### src/design/eint_pkg.sv
// Package for the eased interpolator: request and result item types,
// curve codes and the sine series used to build the cosine table.
// No dependencies.
`timescale 1ns / 1ps

package eint_pkg;

    typedef enum logic [1:0] {
        EASE_LINEAR,
        EASE_IN,
        EASE_OUT,
        EASE_INOUT
    } t_ease;

    typedef struct packed {
        t_ease              func;
        logic [15:0]        elapsed;
        logic [15:0]        duration;
        logic signed [31:0] start_x;
        logic signed [31:0] start_y;
        logic signed [31:0] start_z;
        logic signed [31:0] end_x;
        logic signed [31:0] end_y;
        logic signed [31:0] end_z;
    } t_in_item;

    typedef struct packed {
        logic signed [31:0] value_x;
        logic signed [31:0] value_y;
        logic signed [31:0] value_z;
        logic               bad_duration;
    } t_out_item;

    typedef struct packed {
        t_ease              func;
        logic               bad;
        logic signed [31:0] start_x;
        logic signed [31:0] start_y;
        logic signed [31:0] start_z;
        logic signed [31:0] end_x;
        logic signed [31:0] end_y;
        logic signed [31:0] end_z;
    } t_job;

    localparam int QUEUE_DEPTH = 4;
    localparam int TIME_FIELD_BITS = 16;

    localparam logic [63:0] PI_Q30   = 64'd3373259426;
    localparam logic [63:0] Q30_HALF = 64'd1 << 29;

    typedef logic [63:0] t_div_list [1:6];
    localparam t_div_list SIN_DIV = '{64'd6, 64'd20, 64'd42, 64'd72, 64'd110, 64'd156};

    function automatic logic [63:0] sin_q30(input logic [63:0] y);
        logic [63:0] y2;
        logic [63:0] term;
        logic [63:0] sum;
        y2   = (y * y + Q30_HALF) >> 30;
        term = y;
        sum  = y;
        for (int k = 1; k <= 6; k++) begin
            term = ((term * y2 + Q30_HALF) >> 30) / SIN_DIV[k];
            if (k % 2 == 1) begin
                sum = sum - term;
            end else begin
                sum = sum + term;
            end
        end
        return sum;
    endfunction

endpackage

### src/design/eint_fifo.sv
// Short request queue between the front and back parts.
// Uses eint_pkg for its depth.
`timescale 1ns / 1ps

module eint_fifo #(
    parameter int W = 8
) (
    input  logic         i_clk,
    input  logic         i_rst_n,
    input  logic         i_push,
    input  logic [W-1:0] i_data,
    output logic         o_full,
    input  logic         i_pop,
    output logic         o_avail,
    output logic [W-1:0] o_data
);

    localparam int DEPTH = eint_pkg::QUEUE_DEPTH;
    localparam int AW    = $clog2(DEPTH);

    logic [W-1:0]  r_mem [0:DEPTH-1];
    logic [AW-1:0] r_wr;
    logic [AW-1:0] r_rd;
    logic [AW:0]   r_cnt;

    assign o_full  = (r_cnt == (AW+1)'(DEPTH));
    assign o_avail = (r_cnt != '0);
    assign o_data  = r_mem[r_rd];

    always_ff @(posedge i_clk) begin
        if (!i_rst_n) begin
            r_wr  <= '0;
            r_rd  <= '0;
            r_cnt <= '0;
        end else begin
            if (i_push) begin
                r_wr <= r_wr + 1'b1;
            end
            if (i_pop) begin
                r_rd <= r_rd + 1'b1;
            end
            if (i_push && !i_pop) begin
                r_cnt <= r_cnt + 1'b1;
            end else if (!i_push && i_pop) begin
                r_cnt <= r_cnt - 1'b1;
            end
        end
    end

    always_ff @(posedge i_clk) begin
        if (i_push) begin
            r_mem[r_wr] <= i_data;
        end
    end

`ifndef NO_ASSERTIONS
    a_cnt_bound: assert property (@(posedge i_clk) disable iff (!i_rst_n)
        r_cnt <= (AW+1)'(DEPTH)) else $error("queue count beyond depth");
    a_no_overflow: assert property (@(posedge i_clk) disable iff (!i_rst_n)
        i_push |-> (!o_full || i_pop)) else $error("push into full queue");
    a_no_underflow: assert property (@(posedge i_clk) disable iff (!i_rst_n)
        i_pop |-> o_avail) else $error("pop from empty queue");
    a_cnt_step: assert property (@(posedge i_clk) disable iff (!i_rst_n)
        (i_push && !i_pop) |=> r_cnt == $past(r_cnt) + 1'b1)
        else $error("queue count did not advance");
`endif

endmodule

### config.mk
export PLATFORM = sky130hd
export DESIGN_NAME = eint_fifo
export DESIGN_NICKNAME = d
export VERILOG_FILES = /design/src/design/eint_pkg.sv /design/src/design/eint_fifo.sv
export SDC_FILE = /design/constraint.sdc
export NUM_CORES = 1
export LEC_CHECK = 0
export BUFFER_PORTS_ARGS = -buffer_cell sky130_fd_sc_hd__buf_4
export CORE_ASPECT_RATIO = 1.75
export CORE_UTILIZATION = 55
export DETAILED_ROUTE_END_ITERATION = 8
export PLACE_DENSITY = 0.85
export SKIP_CTS_REPAIR_TIMING = 1
export SLEW_MARGIN = 25
export SYNTH_ARGS = -nofsm -noshare
export SYNTH_HDL_FRONTEND = slang
export SYNTH_SLANG_ARGS = --single-unit
### constraint.sdc
create_clock -name i_clk -period 1.78 [get_ports i_clk]
set_clock_uncertainty 0.05 [all_clocks]
set_input_delay 0.178 -clock i_clk [delete_from_list [all_inputs] [get_ports i_clk]]
set_output_delay 0.178 -clock i_clk [all_outputs]
set_load 0.005 [all_outputs]
Word-level counts from Yosys, hierarchy flattened
Memory sizes are Yosys's and may differ from the RTL's. A register that Yosys moved wholly into a read port is not among the register bits.
Index checks and enable logic that the tools add are counted.
{ "totals": {"ff_bits": 7, "mem_count": 1, "mem_bits_rw": 32, "output_inout_bits": 10, "in_bits": 12, "romBits": 0, "latch_bits": 0} }
{ "memory_table": {"columns": ["memory", "words", "width", "read_ports", "rd_clocked_by_memory_dff", "wr", "line", "rtl"], "rows": [
  ["r_mem", 4, 8, 1, 1, 1, "eint_fifo.sv:21", "logic [W-1:0] r_mem [0:DEPTH-1];"]
]} }
{ "op_classes": {"eq_ne": 1, "mul": 0, "n_bitwise": 0, "n_shift": 0, "add_sub_neg": 4, "muxes": 6, "n_lt_le_gt_ge": 0, "n_reduce_logical": 6, "div_mod_pow": 0} }
{ "op_table": {"columns": ["op", "count"], "rows": [
  ["$mux 3", 2],
  ["$add 2x1->2 const B", 2],
  ["$mux 2", 2],
  ["$add 3x1->3 const B", 1],
  ["$eq 3x3->1 const B", 1],
  ["$reduce_bool 3->1", 1],
  ["$sub 3x1->3 const B", 1],
  ["$logic_and 1x1->1", 2],
  ["$logic_not 1->1", 2],
  ["$mux 1", 2],
  ["$reduce_bool 2->1", 1]
]} }

Logic depth before layout (Yosys ltp)
{ "depth": {"depth_word": 4, "ltp_mapped": 7, "ltp_nobuf": 7} }

Worst setup path before layout
OpenSTA, ideal clock, no wires.
{ "synth_timing": {"kind": "input to register", "start": "input port i_pop", "end": "register r_cnt[2]", "path_buffers": 0, "t_arrival_ps": 1368, "cell_stages": 7, "path_slack_ps": 292, "required_time_ps": 1660, "path_cell_list": "inv_1 > ha_1 > inv_1 > fa_1 > xor2_1 > or3_1 > a21boi_1"} }
{ "synth_via": {"elab_chain_len": 3, "word_cells_on_any_way": 5, "classes_between": "mux (1); reduce/logical (4)"} }
{ "synth_rtl": {"columns": ["element", "line", "rtl"], "rows": [
  ["start: declaration", "eint_fifo.sv:13", "input logic i_pop,"],
  ["$logic_not 1->1", "eint_fifo.sv:42", "if (i_push && !i_pop) begin"],
  ["$logic_and 1x1->1", "eint_fifo.sv:42", null],
  ["$mux 3 or $reduce_bool 2->1 (tied branches)", null, null],
  ["end signal: assignment", "eint_fifo.sv:43", "r_cnt <= r_cnt + 1'b1;"],
  ["end signal: assignment", "eint_fifo.sv:45", "r_cnt <= r_cnt - 1'b1;"],
  ["end: declaration", "eint_fifo.sv:24", "logic [AW:0] r_cnt;"]
]} }
Several ways; a longest one is shown, not always the timed one.
A chain may end at the register's enable or synchronous reset.

==> impl_results.md <==
* Status: complete, no violations
* Place WS at 10.02 ps
* Unrepaired setup endpoints after global routing: no
* Share of layout cells above drive strength 1 at 0.3363
* Tightest Pin Transition at 442.0 ps
* First-pass GRT wire length at 3857 um
* Final Cycle Share at 0.9541
* Slowest stage delay, CP at 520 ps
* Final Hold Viols at 0
* Syn_nets at 103
* Tmin final at 1698 ps
* Via density at 5.679
* Setup ws final at 81.66 ps
* DR WL/cell at 17.19 um
* Final instance area at 1892 sq um
* Hold WC Path Type: input pin to register
* Boundary pin count at 22
* CTS tree: yes
* CP Class: register to output pin
* GR Overflow Total at 0
* Slowest-stage cell, CP: mux4_2
* Sequential fraction of the synthesis area at 0.7114
* Leak at 0.7048 nW
* DRT Wirelength at 2407 um
* CTS Root Cell: clkbuf_8
* Avg Cell Area, Syn at 18.87 sq um
* Fin nets at 130
* Initial antenna violation count at 0
* Syn. warnings at 0
* Mapped Cells at 85
* Synth cell types at 18
* Worst r2r path cells at 4
* P_sw at 0.4447 mW
* Synth Area in Compound Gates at 0.007800
* Syn Std Cell Area at 1604 sq um
* WP buf/inv at 2
* Final setup viols at 0
* Core area at 2721 sq um
* P_int at 1.597 mW
* Routed Antenna Nets at 0
* Multiplexer share of the synthesized area at 0.1248
* Setup_tns at 0 ps
* Ant. Diodes at 0
* Cell Area, Placed at 1787 sq um
* Floorplan row count at 25
* H-tree depth at 2
* CP Capture Type: output pin
* Req. time, crit path at 1550 ps
* Largest family of logic cells by synthesized area: multiplexers
* Crit path max fanout at 8
* Crit path DAT at 1470 ps
* Stages on the worst setup path at 3
* CP cell instances: buf_6 > mux4_2 > buf_4
* Clock share of power at 0.321
* Number of I/O port buffers at 21
* Sw frac at 0.2178
* XOR/XNOR share of the synthesized area at 0.02730
* Yosys reg bits at 41
* Drt pass-1 iters at 4
* CTS Buffer Depth at 2
* Pwr dens at 1079 nW/um^2
* Most area-hungry cell type in the Yosys netlist: edfxtp_1
* Top delay family on crit path: multiplexers
* CTS buffer count at 5
* Hold depth at 1
* Crit start category: register
* Max Cap Violations at 0
* Simple-Gate Fraction of Synth Area at 0.05772
* Slew headroom at 0.7053
* Tot GR Track Use at 0.1823
* Combinational share of power at 0.127
* Die Ht at 73.44 um
* Slew Limit Fails at 0
* Maximum clock rate at 0.5888 GHz
* Area share of the largest cell type after synthesis at 0.5991
* Die area at 3145 sq um
* Post-Synth Adder-Cell Area at 0.05148
* # clock sinks at 41
* VDD IR max at 0.8309 mV
* Die Wd at 42.83 um
* Worst-Skew Late Latency at 290 ps
* Pin count of the biggest net entering global routing at 13
* Largest cells by area after synthesis: edfxtp_1 60%, dfxtp_1 11%, mux4_2 11%, ha_1 3.9%, and2_1 3.5%
* Total Power at 2.042 mW
* GP Congestion at 0.6460
* Initial Util at 0.5894
* Sequential Power Share at 0.552
* Vias in the first global route at 852
* Hpwl dp at 1727 um
* Drt drc at 0
* Initial DRC Count at 17
* Via count at 795
* Clock transition at path regs at 70 ps
* P&R area growth vs syn at 17.94%
[worst reg2reg max path: cells and delay by family, from the launching register on]
family                     cells  cell delay, ps
adders and majority gates      1             450
and+or+nand+nor                1             320
DFF                            1             360
xor gates and xnor gates       1             180
AOI/OAI and AO/OA              1             150
[cell usage after synthesis]
cell type / n
a21boi_1: 1
nor3b_1: 1
xor2_1: 3
mux2i_1: 2
buf_6: 1
xnor2_1: 2
nand2_1: 1
mux4_2: 8
clkbuf_2: 1
inv_1: 4
o21ai_0: 1
nor2b_1: 2
dfxtp_1: 9
edfxtp_1: 32
ha_1: 5
and2_1: 9
fa_1: 1
or3_1: 2
[layout make-up]
type                    instances  area [sq um]
well taps                      27         33.78
inverters                       4         15.01
clock buffers                   7         96.34
multi-input cells              38         431.7
clock inverters                 1         5.005
fillers                       194         829.5
repair buffers                 22         168.9
flip-flops and latches         41          1141
[metrics by stage]
stage,std cells,utilization,hold WS (ps)
floorplan,85,-,226.9
global placement,132,0.6566,326.4
global route,140,0.6952,14.88
finish,140,0.6952,32.82
CTS,140,0.6938,19.70
detailed placement,132,0.6566,334.8
[final timing paths]
check	startpoint	slack, ps	to
worst min register to register	r_cnt[2]	480	r_cnt[2]
worst max-delay path	register	80	o_data[2]
worst max register to register	r_cnt[0]	220	r_cnt[2]
worst min-delay path	i_data[6]	30	r_mem[1][6]
[cells in the final DEF, fill, tap and decap left out, types with 3 or more instances in the layout]
cell / Yosys / routed
inv_1: 4 / 4
and2_1: 9 / 9
mux4_2: 8 / 8
clkbuf_8: 0 / 7
ha_1: 5 / 5
edfxtp_1: 32 / 32
dfxtp_1: 9 / 9
buf_4: 0 / 21
xor2_1: 3 / 3
[metal layers]
layer / part of all wire / track usage
met1: 0.36 / 0.1736
met2: 0.57 / 0.3182
met3: 0.047 / 0.06880
met4: 0.031 / 0.1146
met5: 0 / 0
[state kept, by name, indices dropped and copies added, names as in the netlist, named ones only]
name and flops:
r_cnt 3, r_wr 2, r_mem 32, r_rd 2
[cells by family after synthesis]
logic type      count (synthesis)
flops                          41
mux                            10
compound gates                  2
buf+inv                         6
xor+xnor                        5
simple gates                   15
fa+ha+maj                       6
[power groups by stage]
| stage | clock network (mW) | registers [mW] | logic (mW) |
|---|---|---|---|
| after floorplan | 0 | 1.14 | 0.154 |
| after global placement | 0 | 1.14 | 0.246 |
| after detailed placement | 0 | 1.15 | 0.263 |
| after CTS | 0.677 | 1.13 | 0.264 |
| after global routing | 0.714 | 1.13 | 0.280 |
| final | 0.655 | 1.13 | 0.259 |
Note: power is estimated with default switching activity, not from simulation.
