**src/design/eint_pkg.sv**
```systemverilog
// Package for the eased interpolator: request and result item types,
// curve codes and the sine series used to build the cosine table.
// No dependencies.
`timescale 1ns / 1ps

package eint_pkg;

    typedef enum logic [1:0] {
        EASE_LINEAR,
        EASE_IN,
        EASE_OUT,
        EASE_INOUT
    } t_ease;

    typedef struct packed {
        t_ease              func;
        logic [15:0]        elapsed;
        logic [15:0]        duration;
        logic signed [31:0] start_x;
        logic signed [31:0] start_y;
        logic signed [31:0] start_z;
        logic signed [31:0] end_x;
        logic signed [31:0] end_y;
        logic signed [31:0] end_z;
    } t_in_item;

    typedef struct packed {
        logic signed [31:0] value_x;
        logic signed [31:0] value_y;
        logic signed [31:0] value_z;
        logic               bad_duration;
    } t_out_item;

    typedef struct packed {
        t_ease              func;
        logic               bad;
        logic signed [31:0] start_x;
        logic signed [31:0] start_y;
        logic signed [31:0] start_z;
        logic signed [31:0] end_x;
        logic signed [31:0] end_y;
        logic signed [31:0] end_z;
    } t_job;

    localparam int QUEUE_DEPTH = 4;
    localparam int TIME_FIELD_BITS = 16;

    localparam logic [63:0] PI_Q30   = 64'd3373259426;
    localparam logic [63:0] Q30_HALF = 64'd1 << 29;

    typedef logic [63:0] t_div_list [1:6];
    localparam t_div_list SIN_DIV = '{64'd6, 64'd20, 64'd42, 64'd72, 64'd110, 64'd156};

    function automatic logic [63:0] sin_q30(input logic [63:0] y);
        logic [63:0] y2;
        logic [63:0] term;
        logic [63:0] sum;
        y2   = (y * y + Q30_HALF) >> 30;
        term = y;
        sum  = y;
        for (int k = 1; k <= 6; k++) begin
            term = ((term * y2 + Q30_HALF) >> 30) / SIN_DIV[k];
            if (k % 2 == 1) begin
                sum = sum - term;
            end else begin
                sum = sum + term;
            end
        end
        return sum;
    endfunction

endpackage

```
**src/design/eint_front.sv**
```systemverilog
// Front part: accepts requests, flags zero duration and forms progress
// with a restoring divider, one quotient bit per stage. Uses eint_pkg.
`timescale 1ns / 1ps

module eint_front #(
    parameter int TW = 16,
    parameter int F  = 16
) (
    input  logic               i_clk,
    input  logic               i_rst_n,
    input  logic               i_valid,
    output logic               o_stall,
    input  eint_pkg::t_in_item i_item,
    input  logic               i_full,
    output logic               o_push,
    output eint_pkg::t_job     o_job,
    output logic [F:0]         o_p
);

    logic            r_vld [0:F];
    logic [TW-1:0]   r_rem [0:F];
    logic [TW-1:0]   r_div [0:F];
    logic [F-1:0]    r_quo [0:F];
    logic            r_sat [0:F];
    eint_pkg::t_job  r_job [0:F];

    logic            fe;
    logic [TW-1:0]   el;
    logic [TW-1:0]   du;
    eint_pkg::t_job  n_job;

    assign fe      = !(r_vld[F] && i_full);
    assign o_stall = !fe;
    assign o_push  = r_vld[F] && !i_full;
    assign o_job   = r_job[F];
    assign o_p     = r_sat[F] ? {1'b1, {F{1'b0}}} : {1'b0, r_quo[F]};

    assign el = i_item.elapsed[TW-1:0];
    assign du = i_item.duration[TW-1:0];

    always_comb begin
        n_job.func    = i_item.func;
        n_job.bad     = (du == '0);
        n_job.start_x = i_item.start_x;
        n_job.start_y = i_item.start_y;
        n_job.start_z = i_item.start_z;
        n_job.end_x   = i_item.end_x;
        n_job.end_y   = i_item.end_y;
        n_job.end_z   = i_item.end_z;
    end

    always_ff @(posedge i_clk) begin
        if (!i_rst_n) begin
            r_vld[0] <= 1'b0;
        end else if (fe) begin
            r_vld[0] <= i_valid;
        end
    end

    always_ff @(posedge i_clk) begin
        if (fe) begin
            r_rem[0] <= (el >= du) ? '0 : el;
            r_div[0] <= du;
            r_quo[0] <= '0;
            r_sat[0] <= (el >= du);
            r_job[0] <= n_job;
        end
    end

    for (genvar gs = 0; gs < F; gs++) begin : g_stage
        logic [TW:0] sh;
        logic        ge;
        logic [TW:0] n_rem;

        assign sh    = {r_rem[gs], 1'b0};
        assign ge    = (sh >= {1'b0, r_div[gs]});
        assign n_rem = ge ? (sh - {1'b0, r_div[gs]}) : sh;

        always_ff @(posedge i_clk) begin
            if (!i_rst_n) begin
                r_vld[gs+1] <= 1'b0;
            end else if (fe) begin
                r_vld[gs+1] <= r_vld[gs];
            end
        end

        always_ff @(posedge i_clk) begin
            if (fe) begin
                r_rem[gs+1] <= n_rem[TW-1:0];
                r_div[gs+1] <= r_div[gs];
                r_quo[gs+1] <= {r_quo[gs][F-2:0], ge};
                r_sat[gs+1] <= r_sat[gs];
                r_job[gs+1] <= r_job[gs];
            end
        end
    end

endmodule

```
**config.mk**
```make
export PLATFORM = sky130hd
export DESIGN_NAME = eint_front
export DESIGN_NICKNAME = d
export VERILOG_FILES = /design/src/design/eint_pkg.sv /design/src/design/eint_front.sv
export SDC_FILE = /design/constraint.sdc
export NUM_CORES = 2
export LEC_CHECK = 0
export BUFFER_PORTS_ARGS = -buffer_cell sky130_fd_sc_hd__buf_2
export CAP_MARGIN = 20
export CORE_ASPECT_RATIO = 0.7
export CORE_MARGIN = 10
export CORE_UTILIZATION = 32
export DETAILED_ROUTE_END_ITERATION = 7
export GPL_TIMING_DRIVEN = 0
export PLACE_DENSITY = 0.53
export SKIP_CTS_REPAIR_TIMING = 1
export SLEW_MARGIN = 10
export SYNTH_ARGS = -nofsm -noshare
export SYNTH_HDL_FRONTEND = slang
export SYNTH_MEMORY_MAX_BITS = 65536
export SYNTH_SLANG_ARGS = --single-unit
```
**constraint.sdc**
```tcl
create_clock -name i_clk -period 358.4 [get_ports i_clk]
set_clock_uncertainty 0.2 [all_clocks]
set_input_delay 71.68 -clock i_clk [delete_from_list [all_inputs] [get_ports i_clk]]
set_output_delay 71.68 -clock i_clk [all_outputs]
set_load 0.03 [all_outputs]
```
* Word level (Yosys, flattened, before mapping)
Memory sizes are Yosys's and may differ from the RTL's.
Index checks and enable logic that the tools add are counted.
** Word-level totals
- Logic and storage cells :: 99
- Output and inout port bits :: 214
- Bits in writable memories :: 4165
- Memories :: 6
- Bits of input ports :: 230
- Register bits :: 0
** Memory list
- r_job :: words 17, bits a word 195, rd ports 17, clocked after Yosys merged registers in 0, write ports 17, RTL line eint_front.sv:25 : eint_pkg::t_job r_job [0:F];
- r_div :: words 17, bits a word 16, rd ports 16, clocked after Yosys merged registers in 0, write ports 17, RTL line eint_front.sv:22 : logic [TW-1:0] r_div [0:F];
- r_quo :: words 17, bits a word 16, rd ports 17, clocked after Yosys merged registers in 0, write ports 17, RTL line eint_front.sv:23 : logic [F-1:0] r_quo [0:F];
- r_rem :: words 17, bits a word 16, rd ports 16, clocked after Yosys merged registers in 0, write ports 17, RTL line eint_front.sv:21 : logic [TW-1:0] r_rem [0:F];
- r_sat :: words 17, bits a word 1, rd ports 17, clocked after Yosys merged registers in 0, write ports 17, RTL line eint_front.sv:24 : logic r_sat [0:F];
- r_vld :: words 17, bits a word 1, rd ports 17, clocked after Yosys merged registers in 0, write ports 17, RTL line eint_front.sv:20 : logic r_vld [0:F];
** Operators by class
- Reduce and logical (&&, ||, !) cells :: 4
- Add/subtract/negate cells :: 16
- Bitwise logic cells :: 17
- Muxes and demuxes :: 39
- Order comparisons :: 17
** Operator list (count)
- 17-bit by 16-bit greater-or-equal comparator with 1-bit output :: 16
- 16-bit two-way mux :: 17
- 16-bit subtractor :: 16
- 1-bit two-way mux :: 21
- 17-bit two-way mux :: 1
- 1-bit bitwise OR :: 17
- 16-bit greater-or-equal comparator :: 1
- 16-bit zero test :: 1
- 1-bit logical AND :: 2
- 1-bit zero test :: 1

* Longest topological paths before layout
An unclocked memory read counts as a cell.
- Depth after elaboration :: 6
- Mapped depth :: 12

* Least setup slack after synthesis
Ideal clock, no wire load.
- Kind :: input -> register
- Start point :: input port i_full
- End point :: memory r_vld[0] (data pin)
- Arrival :: 186.141 ns
- Path slack :: 171.460 ns
- Data required time :: 357.601 ns
- Cell stages on the path :: 3
- Buffers on the path :: 1
- Cell sequence :: nand2_1 -> clkbuf_1 -> and3_1
** RTL lines
- start: declaration :: RTL line eint_front.sv:14 : input logic i_full,
- end: declaration :: RTL line eint_front.sv:20

* Worst setup path in the final report
- Start point :: input port i_full
- End point :: output port o_stall
** Between the ends
- Longest elaborated chain between the ends :: 1
** RTL lines
- 1-bit logical AND :: RTL line eint_front.sv:32 : assign fe = !(r_vld[F] && i_full);
- end: declaration :: RTL line eint_front.sv:12 : output logic o_stall,
No other way between the ends.

==> summary.md <==
| Metric | Value |
|---|---|
| Post-route clock period utilization | 40.2% |
| Vias in the first global route | ~56000 |
| Crit-path max cell delay | 230 ps |
| CORE AREA | approximately 420000 um2 |
| Pin count of the biggest net entering global routing | 69 |
| Number of synthesis warnings | 0 |
| Unrepaired setup endpoints after global routing | false |
| Nets@finish | 7660 |
| Fraction of final layout cells sized beyond drive strength 1 | around 16% |
| CTS tree | yes |
| Final non-filler cell total | 13100 |
| Clock share of power | a little over a third |
| 1st-iter DRT viols | around 3700 |
| Setup_tns | 0 ps |
| Worst path arrival time | 72320 ps |
| Hpwl dp | approximately 120000 um |
| Maximum clock path buffer count | 4 |
| Sequential share of the synthesized area | around nine tenths |
| Worst EP required | 286520 ps |
| Unique cell type count in the Yosys netlist | 68 |
| DR WL/cell | approximately 15 um |
| Fillcell total | 37700 |
| I/O Pins | 444 |
| Fin crit period | 144200 ps |
| Vias post-DR | 55000 |
| Global-route wire length before repair | 314000 um |
| Worst-Skew Late Latency | 940 ps |
| EDFF count, synth | 3996 |
| Leakage | 59.0 nW |
| Final setup violation count | 0 |
| H-tree levels | 5 |
| Port bufs | 443 |
| Worst hold slack | between 150 and 200 ps |
| Final hold vios | 0 |
| Worst-path fanout max | 9 |
| Min-delay worst type | reg2reg |
| Worst setup EP type | output port |
| Die Footprint | roughly 450000 um2 |
| Syn_area_per_cell | 21.7 um2 |
| # rows | 199 |
| Die X | between 700 and 800 um |
| Gpl congestion | 0.858 |
| Final Slew Violations | 0 |
| Initial antenna violation count | 8 |
| Crit start category | input pin |
| Fraction of registers with async set/reset | 0% |
| Clock slew at reported path FFs | 60 ps |
| Top_reg_cell synth | edfxtp_1 |
| Synth Cell Area | 135000 um2 |
| Vias per cell | 4.20 |
| Routed WL | 199000 um |
| Die Y | 564 um |
| Crit-path leading delay family | buffers and inverters |
| Max Cap Violations | 0 |
| Total CTS buffers | about 380 |
| Bufs and invs on worst path | 3 |
| Detail Route Antenna Nets | 0 |
| CTS Sinks | approximately 4000 |
| Synth top area share | between 80% and 90% |
| Post-synth top area cell | edfxtp_1 |
| P_int | 0.861 mW |
| Rel. slew slack | 33.0% |
| Power Dens Cells | 7.17 nW/um2 |
| Synth Net Count | approximately 6800 |
| GRT Total Usage | 8.49% |
| Fmax | between 6 and 7 MHz |
| Cell count after synthesis | 6244 |
| Worst slew pin tran | approximately 1000 ps |
| Total grt overflow | 0 |
| WS Path Type | in2out |
| Net Sw Frac | 24.4% |
| Yosys reg bits | roughly 4000 |
| VDD IR-drop max | 0.00445 mV |
| Crit path cell chain | buf_2 > nand2_1 > inv_1 > buf_2 |
| Switch Pwr | 0.278 mW |
| Reg power frac | 51.6% |
| Critical-path top delay cell | buf_2 |
| Largest cells by area after synthesis | edfxtp_1 89%, ha_1 2.5%, mux2_2 1.0% |
| Drt drc | 0 |
| Total iterations of the first detailed-routing run | 5 |
| Root Buffer | clkbuf_16 |
| Status | completed |
| Critical Path Most Common Cell | buf_2 |
| Starting Density | 32.2% |
| # placed instances | 12400 |
| Combinational Power Share | 13.7% |
| P&R area growth vs syn | 17.4% |
[cells in the final DEF (no fill, tap or decap), types with 49 or more instances in the layout]
master        n
edfxtp_1   3996
buf_2       456
clkbuf_16   384
inv_1       321
ha_1        271
nor2_1      188
o21ai_0     171
nand2_1     164
a21oi_1     158
mux2_2      122
xnor2_1      95
clkbuf_1     88
clkinv_1     86
nor3_1       64
clkinv_2     62
buf_16       61
xor2_1       57
o21a_1       56
nor2b_1      53
a21o_1       49
[worst register-to-register path, delay by kind of cell, from the launching register on]
kind	cells	cell delay, ps
buffers and inverters	14	4850
flip-flops	1	310
AND/OR/NAND/NOR	1	200
[kinds of logic (layout without fill, tap and decap cells)]
group / after synthesis / after routing / synth area share [%]
other cells: 0 / 2 / 0
simple gates: 691 / 691 / 2.50
compound gates: 628 / 628 / 2.97
fa+ha+maj: 286 / 286 / 2.73
mux: 132 / 132 / 1.09
xor+xnor: 152 / 152 / 0.984
flops: 3997 / 3997 / 88.7
buf+inv: 358 / 1570 / 1.02
[cell usage after synthesis, types with 8 or more instances]
library cell,number
edfxtp_1,3996
inv_1,321
ha_1,271
nor2_1,188
o21ai_0,171
nand2_1,164
a21oi_1,158
mux2_2,122
xnor2_1,95
nor3_1,64
xor2_1,57
o21a_1,56
nor2b_1,53
a21o_1,49
nand4_1,41
nand2b_1,38
o31ai_1,33
a211oi_1,25
nand3_1,25
and2_1,24
and3_1,24
clkbuf_1,22
o31a_1,20
or3_1,19
a31oi_1,15
fa_1,15
nor4_1,15
buf_2,13
o21bai_1,13
mux2i_1,10
or2_2,10
o2111ai_1,9
o211ai_1,9
a211o_1,8
a21boi_0,8
o41ai_1,8
[registers in the layout, indices dropped and copies added, names as in the netlist]
| register | count |
|---|---|
| r_quo | 136 |
| r_sat | 17 |
| r_job | 3315 |
| r_div | 256 |
| r_vld | 17 |
| r_rem | 256 |
[routing by layer]
layer / routed length, um / global-route usage, % / vias up / share of wire, %
met2: 91900 / 13.6 / 1156 / 46
li1: - / - / 26300 / -
met1: 91100 / 11.4 / 27000 / 46
met5: 0 / 0 / - / 0
met3: 10000 / 1.97 / 465 / 5.0
met4: 6280 / 3.03 / 0 / 3.2
[area by class of cell]
type	count	area, um2	area share, %
Multi-Input combinational cell	1889	13900	8.75
Tap cell	5628	7040	4.43
Clock buffer	451	9860	6.21
Inverter	321	1200	0.758
Timing Repair Buffer	517	4160	2.62
Buffer	37	174	0.109
Sequential cell	3997	120000	75.5
Clock inverter	244	2530	1.59
Antenna cell	2	5.00	0.00315
[per-stage QoR]
stage	setup slack (ps)	util (%)	area, um2	power, mW
final	214200	37.8	159000	1.14
after global routing	214170	37.8	159000	1.20
after CTS	214210	37.8	159000	1.16
after detailed placement	214210	34.8	146000	0.752
after global placement	131200	34.4	145000	0.746
after floorplan	171460	-	135000	0.705
[power by group through the flow]
stage / sequential, mW / clock [mW] / combinational (mW)
final: 0.587 / 0.395 / 0.156
after global routing: 0.592 / 0.431 / 0.174
after CTS: 0.588 / 0.413 / 0.156
after detailed placement: 0.598 / 0 / 0.154
after global placement: 0.596 / 0 / 0.150
after floorplan: 0.590 / 0 / 0.115
[path summary, 6_finish.rpt]
kind	from	to	slack, ps	cells past startpoint
min	r_job[0][1566]	r_job[0][1761]	170	0
min reg2reg	r_job[0][1566]	r_job[0][1761]	170	0
max	i_full	o_stall	214200	4
max reg2reg	r_vld[16]	r_job[0][2012]	352490	15
Note: power is estimated with default switching activity, not from simulation.
